--- src/design/dirty_framebuffer_frame_sender_assert.svh ---
// ----------------------------------------------------------------------------
// Assertion macros for the dirty framebuffer frame sender
// Shorthand for clocked implication checks that are disabled during reset.
// ----------------------------------------------------------------------------
`ifndef DIRTY_FRAMEBUFFER_FRAME_SENDER_ASSERT_SVH
`define DIRTY_FRAMEBUFFER_FRAME_SENDER_ASSERT_SVH

// The consequent must hold in the same cycle as the antecedent.
`define DFFS_ASSERT_SAME(label, clk, rst, ante, cons) \
   label: assert property (@(posedge clk) disable iff (rst) (ante) |-> (cons)) \
      else $error("dffs: same-cycle check failed");

// The consequent must hold in the cycle after the antecedent.
`define DFFS_ASSERT_NEXT(label, clk, rst, ante, cons) \
   label: assert property (@(posedge clk) disable iff (rst) (ante) |=> (cons)) \
      else $error("dffs: next-cycle check failed");

`endif

--- src/design/dffs_pkg.sv ---
// ----------------------------------------------------------------------------
// dffs_pkg
// Types and constants shared by the frame sender controller and datapath.
// ----------------------------------------------------------------------------
package dffs_pkg;

   // Pixel store geometry: one byte holds eight horizontally adjacent pixels.
   localparam int STORE_DEPTH = 1024;
   localparam int STORE_AW    = 10;

   // Dirty marks are kept as 32-bit words, one bit per store byte.
   localparam int DIRTY_W     = 32;
   localparam int DIRTY_WORDS = 32;
   localparam int DIRTY_AW    = 5;
   localparam int DIRTY_BW    = 5;

   // A run never holds more than this many store bytes.
   localparam logic [4:0] RUN_LIMIT = 5'd20;

   // Frame bytes.
   localparam logic [7:0] BYTE_SOF  = 8'hAA;
   localparam logic [7:0] BYTE_EOF  = 8'hCC;
   localparam logic [7:0] BYTE_ESC  = 8'hFF;
   localparam logic [7:0] BYTE_TYPE = 8'h02;
   localparam logic [7:0] PIXEL_MSB = 8'h80;

   // Division of a 10-bit address by 3: multiply by 683, shift right by 11.
   localparam logic [9:0] DIV3_MUL   = 10'd683;
   localparam int         DIV3_SHIFT = 11;

   // The pixel offset start*8 has 13 bits. Row and column take two steps:
   // a reciprocal multiplication for the quotient, then a multiply-subtract
   // for the remainder.
   localparam int         DIV_W       = 13;
   localparam logic [3:0] DIV_STEPS   = 4'd2;
   localparam int         RECIP_SHIFT = 20;

   typedef enum logic [4:0] {
      ST_CLEAR,
      ST_IDLE,
      ST_PIX_WR,
      ST_SCAN_RD,
      ST_SCAN_CHK,
      ST_ALIGN_MUL,
      ST_ALIGN_LOAD,
      ST_DIV,
      ST_SOF,
      ST_TYPE,
      ST_TYPE_ESC,
      ST_ROW,
      ST_ROW_ESC,
      ST_COL,
      ST_COL_ESC,
      ST_RUN_RD,
      ST_RUN_CHK,
      ST_RUN_ESC
   } state_type;

   // What the output register loads.
   typedef enum logic [2:0] {
      EMIT_NONE,
      EMIT_SOF,
      EMIT_EOF,
      EMIT_DONE,
      EMIT_BODY,
      EMIT_XOR
   } emit_type;

   // Which body byte is currently being sent.
   typedef enum logic [1:0] {
      BODY_TYPE,
      BODY_ROW,
      BODY_COL,
      BODY_PIXEL
   } body_type;

   typedef enum logic [1:0] {
      RD_REQ,
      RD_SCAN,
      RD_RUN
   } rd_src_type;

   typedef enum logic [1:0] {
      WR_NONE,
      WR_CLEAR,
      WR_PIXEL,
      WR_RUN
   } wr_src_type;

   typedef struct packed {
      wr_src_type wr_src;
      logic       rd_en;
      rd_src_type rd_src;
      logic       req_load;
      logic       scan_clear;
      logic       scan_next;
      logic       found_load;
      logic       align_mul;
      logic       align_load;
      logic       div_step;
      logic       run_advance;
      emit_type   emit;
      body_type   body;
   } dp_cmd_type;

   typedef struct packed {
      logic req_send;
      logic req_in_range;
      logic clr_last;
      logic scan_hit;
      logic scan_last;
      logic div_last;
      logic run_stop;
      logic run_more;
      logic needs_esc;
   } dp_status_type;

endpackage

--- src/design/dffs_ctrl.sv ---
// ----------------------------------------------------------------------------
// dffs_ctrl
// Sequencer for the clearing pass, pixel updates, dirty scan and frame output.
// ----------------------------------------------------------------------------
module dffs_ctrl
   import dffs_pkg::*;
(
   input  logic          clock,
   input  logic          reset,
   input  logic          start,
   output logic          busy,
   input  dp_status_type status,
   output dp_cmd_type    cmd
);

   state_type state_ff;
   state_type state_in;

   // State register; reset starts the clearing pass over the memories.
   always_ff @(posedge clock) begin
      if (reset) begin
         state_ff <= ST_CLEAR;
      end else begin
         state_ff <= state_in;
      end
   end

   // Next state.
   always_comb begin
      state_in = state_ff;
      case (state_ff)
         ST_CLEAR: begin
            if (status.clr_last) begin
               state_in = ST_IDLE;
            end
         end
         ST_IDLE: begin
            if (start) begin
               if (status.req_send) begin
                  state_in = ST_SCAN_RD;
               end else if (status.req_in_range) begin
                  state_in = ST_PIX_WR;
               end
            end
         end
         ST_PIX_WR:     state_in = ST_IDLE;
         ST_SCAN_RD:    state_in = ST_SCAN_CHK;
         ST_SCAN_CHK: begin
            if (status.scan_hit) begin
               state_in = ST_ALIGN_MUL;
            end else if (status.scan_last) begin
               state_in = ST_IDLE;
            end else begin
               state_in = ST_SCAN_RD;
            end
         end
         ST_ALIGN_MUL:  state_in = ST_ALIGN_LOAD;
         ST_ALIGN_LOAD: state_in = ST_DIV;
         ST_DIV: begin
            if (status.div_last) begin
               state_in = ST_SOF;
            end
         end
         ST_SOF:        state_in = ST_TYPE;
         ST_TYPE:       state_in = status.needs_esc ? ST_TYPE_ESC : ST_ROW;
         ST_TYPE_ESC:   state_in = ST_ROW;
         ST_ROW:        state_in = status.needs_esc ? ST_ROW_ESC : ST_COL;
         ST_ROW_ESC:    state_in = ST_COL;
         ST_COL:        state_in = status.needs_esc ? ST_COL_ESC : ST_RUN_RD;
         ST_COL_ESC:    state_in = ST_RUN_RD;
         ST_RUN_RD:     state_in = status.run_stop ? ST_IDLE : ST_RUN_CHK;
         ST_RUN_CHK: begin
            if (!status.run_more) begin
               state_in = ST_IDLE;
            end else if (status.needs_esc) begin
               state_in = ST_RUN_ESC;
            end else begin
               state_in = ST_RUN_RD;
            end
         end
         ST_RUN_ESC:    state_in = ST_RUN_RD;
         default:       state_in = ST_IDLE;
      endcase
   end

   // Datapath commands.
   always_comb begin
      cmd        = '0;
      cmd.wr_src = WR_NONE;
      cmd.rd_src = RD_REQ;
      cmd.emit   = EMIT_NONE;
      cmd.body   = BODY_TYPE;
      busy       = (state_ff != ST_IDLE);
      case (state_ff)
         ST_CLEAR: begin
            cmd.wr_src = WR_CLEAR;
         end
         ST_IDLE: begin
            if (start) begin
               if (status.req_send) begin
                  cmd.scan_clear = 1'b1;
               end else if (status.req_in_range) begin
                  cmd.req_load = 1'b1;
                  cmd.rd_en    = 1'b1;
                  cmd.rd_src   = RD_REQ;
               end
            end
         end
         ST_PIX_WR: begin
            cmd.wr_src = WR_PIXEL;
         end
         ST_SCAN_RD: begin
            cmd.rd_en  = 1'b1;
            cmd.rd_src = RD_SCAN;
         end
         ST_SCAN_CHK: begin
            if (status.scan_hit) begin
               cmd.found_load = 1'b1;
            end else if (status.scan_last) begin
               cmd.emit = EMIT_DONE;
            end else begin
               cmd.scan_next = 1'b1;
            end
         end
         ST_ALIGN_MUL: begin
            cmd.align_mul = 1'b1;
         end
         ST_ALIGN_LOAD: begin
            cmd.align_load = 1'b1;
         end
         ST_DIV: begin
            cmd.div_step = 1'b1;
         end
         ST_SOF: begin
            cmd.emit = EMIT_SOF;
         end
         ST_TYPE: begin
            cmd.body = BODY_TYPE;
            cmd.emit = EMIT_BODY;
         end
         ST_TYPE_ESC: begin
            cmd.body = BODY_TYPE;
            cmd.emit = EMIT_XOR;
         end
         ST_ROW: begin
            cmd.body = BODY_ROW;
            cmd.emit = EMIT_BODY;
         end
         ST_ROW_ESC: begin
            cmd.body = BODY_ROW;
            cmd.emit = EMIT_XOR;
         end
         ST_COL: begin
            cmd.body = BODY_COL;
            cmd.emit = EMIT_BODY;
         end
         ST_COL_ESC: begin
            cmd.body = BODY_COL;
            cmd.emit = EMIT_XOR;
         end
         ST_RUN_RD: begin
            if (status.run_stop) begin
               cmd.emit = EMIT_EOF;
            end else begin
               cmd.rd_en  = 1'b1;
               cmd.rd_src = RD_RUN;
            end
         end
         ST_RUN_CHK: begin
            cmd.body = BODY_PIXEL;
            if (status.run_more) begin
               cmd.emit   = EMIT_BODY;
               cmd.wr_src = WR_RUN;
               if (!status.needs_esc) begin
                  cmd.run_advance = 1'b1;
               end
            end else begin
               cmd.emit = EMIT_EOF;
            end
         end
         ST_RUN_ESC: begin
            cmd.body        = BODY_PIXEL;
            cmd.emit        = EMIT_XOR;
            cmd.run_advance = 1'b1;
         end
         default: begin
            cmd.emit = EMIT_NONE;
         end
      endcase
   end

endmodule

--- config.mk ---
export PLATFORM = sky130hd
export DESIGN_NAME = dffs_ctrl
export DESIGN_NICKNAME = d
export VERILOG_FILES = /design/src/design/dirty_framebuffer_frame_sender_assert.svh /design/src/design/dffs_pkg.sv /design/src/design/dffs_ctrl.sv
export SDC_FILE = /design/constraint.sdc
export NUM_CORES = 1
export LEC_CHECK = 0
export BUFFER_PORTS_ARGS = -buffer_cell sky130_fd_sc_hd__buf_2
export CAP_MARGIN = 40
export CORE_UTILIZATION = 51
export CTS_BUF_LIST = sky130_fd_sc_hd__clkbuf_4 sky130_fd_sc_hd__clkbuf_8
export DETAILED_ROUTE_END_ITERATION = 7
export PLACE_DENSITY = 0.86
export SETUP_SLACK_MARGIN = 0.3
export SYNTH_ARGS = -nofsm -noshare
export SYNTH_HDL_FRONTEND = slang
export SYNTH_SLANG_ARGS = --single-unit
--- constraint.sdc ---
create_clock -name clock -period 2.9 [get_ports clock]
set_input_delay 0.145 -clock clock [delete_from_list [all_inputs] [get_ports clock]]
set_output_delay 0.145 -clock clock [all_outputs]
set_load 0.01 [all_outputs]
==> results.md <==
- Status: finished, final reports clean
- Final Critical Period: 2.13 ns
- EDFF count, synth: 0
- Fin util: 72.6%
- Max frequency: 469 MHz
- Crit share post-route: between 70% and 80%
- Max reg flops: 5
- Core ar.: around 1200 µm²
- Port bufs: 30
- Detailed-router iteration count before antenna repair: 4
- GP Congestion: 0.819
- Clk buf depth: 2
- Initial antenna violation count: 0
- LEAKAGE: around 0.38 nW
- Setup tns final: 0 ns
- Syn nets: 110
- Dpl hpwl: 1.43 mm
- Worst Setup SP: state_ff[2]
- Die width: 38.5 µm
- Vias in the first global route: 727
- Largest net degree at the start of global routing: 19
- Peak VDD IR: 596 µV
- Reg-to-reg slack, setup: 1.05 ns
- Global-route wire length before repair: just over 3 mm
- Crit path to: cmd[2]
- Crit path kind: reg2out
- Reg2Reg Depth: 4
- Drt drc: 0
- CTS tree: done
- Mapped Area: 679 µm²
- Max-slew headroom: 64.2%
- Post-synth cell types: 36
- Synthesized instance count: 98
- Largest area contributor in the netlist: dfxtp_1
- Remaining antenna violation count: 0
- RR Endpoint: state_ff[1]
- Unrepaired setup endpoints after global routing: no
- Global route overflow: 0
- Routed wire length: 1.94 mm
- Number of hold buffers added after CTS: 0
- FF-to-FF Start: state_ff[2]
- Num CTS Buffers: 3
- Worst-Skew Late Latency: roughly 0.24 ns
- CTS root buf: clkbuf_4
- Setup violators final: 0
- Reg clk slew, reported paths: 0.04 ns
- Pwr dens: 621 nW/µm²
- Slew Viols, Final: 0
- Initial Util: about three fifths
- Critical Path RT: around 2.8 ns
- Via count: 877
- Most instantiated cells after synthesis: 8 x nand2_1, 8 x nor2_1, 7 x clkbuf_1, 7 x nand2b_1, 7 x nor3_1
- Dpl cells: about 140
- Startpoint Class: flip-flop
- Final #Nets: ~140
- DP Area: 821 µm²
- Top cells by area, synth: dfxtp_1 15%, nand2b_1 6.4%, nor3_1 5.2%
- Cell row count: 12
- Vias per std cell: 6.31
- Total die area: roughly 1500 µm²
- Crit end category: output pin
- Crit-path max FO: 17
- H-tree Lvls: 1
- Synth-to-layout area growth: 25.2%
- Clock skew: 0.00397 ns
- Initial detailed-routing violation count: 37
- Die Y: 38.5 µm
- Final hold violations: 0
- Measured slew at the worst slew-check pin: ~0.54 ns
- YS warnings: 0
- Avg WL per Cell: 14.0 µm
- Number of cells on the worst hold path: 2
- Sequential-to-total area share from yosys stat: 14.7%
- Fraction of registers with async set or reset after synthesis: 0%
- Synth top area share: between 10% and 20%
- Layout cells sized above 1: 33.6%
- Biggest register: state_ff
- # Post-CTS Setup Buffers: 0
- CTS resizes: 0
- Finished Layout Cells: ~140
- # diodes: 0
- Yosys reg bits: 5
- HP Class: in2reg
- I/O pin cnt: 31
- Largest regs: state_ff (5)
- # Max-Cap Violations: 0
- Avg Cell Area, Syn: 6.93 µm²
- Num Clock Sinks: 5
- Final Cell Area: roughly 850 µm²
- Main synth FF type: dfxtp_1
- CP arrival: roughly 2.0 ns
- Filler Cell Count: 103
- Total GRT Usage: 29.0%
cell type report:
type	instances	area [µm²]	share of cell area, %
clock buffers	4	30.0	3.53
inverters	3	11.3	1.32
multi-input cells	83	542	63.7
flip-flops and latches	5	100	11.8
well taps	14	17.5	2.06
repair buffers	30	150	17.6
how the worst min path moves through the flow:
| stage | startpoint | endpoint | slack, ns |
|---|---|---|---|
| 2_1_floorplan | reset | state_ff[3] | 0.22 |
| 3_3_place_gp | reset | state_ff[4] | 0.35 |
| 3_5_place_dp | reset | state_ff[3] | 0.36 |
| 4_1_cts | reset | state_ff[3] | 0.11 |
| 5_1_grt | reset | state_ff[3] | 0.11 |
| 6_report | reset | state_ff[3] | 0.12 |
per-stage QoR:
stage               worst slack, ns  power [mW]  hold WS (ns)
floorplan                      1.31       0.353         0.223
global placement               1.09       0.422         0.350
detailed placement             1.06       0.435         0.361
CTS                           0.795       0.528         0.109
global route                  0.605       0.566         0.105
finish                        0.770       0.529         0.119
power breakdown:
part,switching [mW],total [mW],internal (mW)
sequential,0.0598,0.144,0.0843
clock,0.0271,0.0883,0.0613
combinational,0.157,0.296,0.140
worst max-delay path: stages (launching register included):
cell	delay [ns]
dfxtp_1	0.61
or3b_1	0.56
nor3_1	0.22
nand2_1	0.11
o211ai_1	0.10
buf_2	0.16
layout by cell type (no fill, tap or decap), types with 3 or more instances in the layout:
master	count
nand2_1	8
clkbuf_4	4
a21oi_1	5
o21ai_0	6
nor2_1	8
a21o_1	3
nor3_1	7
a31oi_1	3
nand3b_1	4
dfxtp_1	5
nand2b_1	7
inv_1	3
buf_2	30
logic make-up (layout without fill, tap and decap cells):
| logic type | count (synthesis) | count (layout) | share of synthesized area, % |
|---|---|---|---|
| simple gates | 56 | 56 | 51.4 |
| flops | 5 | 5 | 14.7 |
| compound gates | 27 | 27 | 28.4 |
| buf+inv | 10 | 37 | 5.53 |
routing by layer:
layer / track usage, % / vias to the layer above / wire length, µm
met4: 1.72 / 0 / 10
met5: 0 / - / 0
li1: - / 422 / -
met1: 38.0 / 393 / 798
met2: 49.2 / 60 / 962
met3: 7.56 / 2 / 172
(Power assumes the default switching activity.)
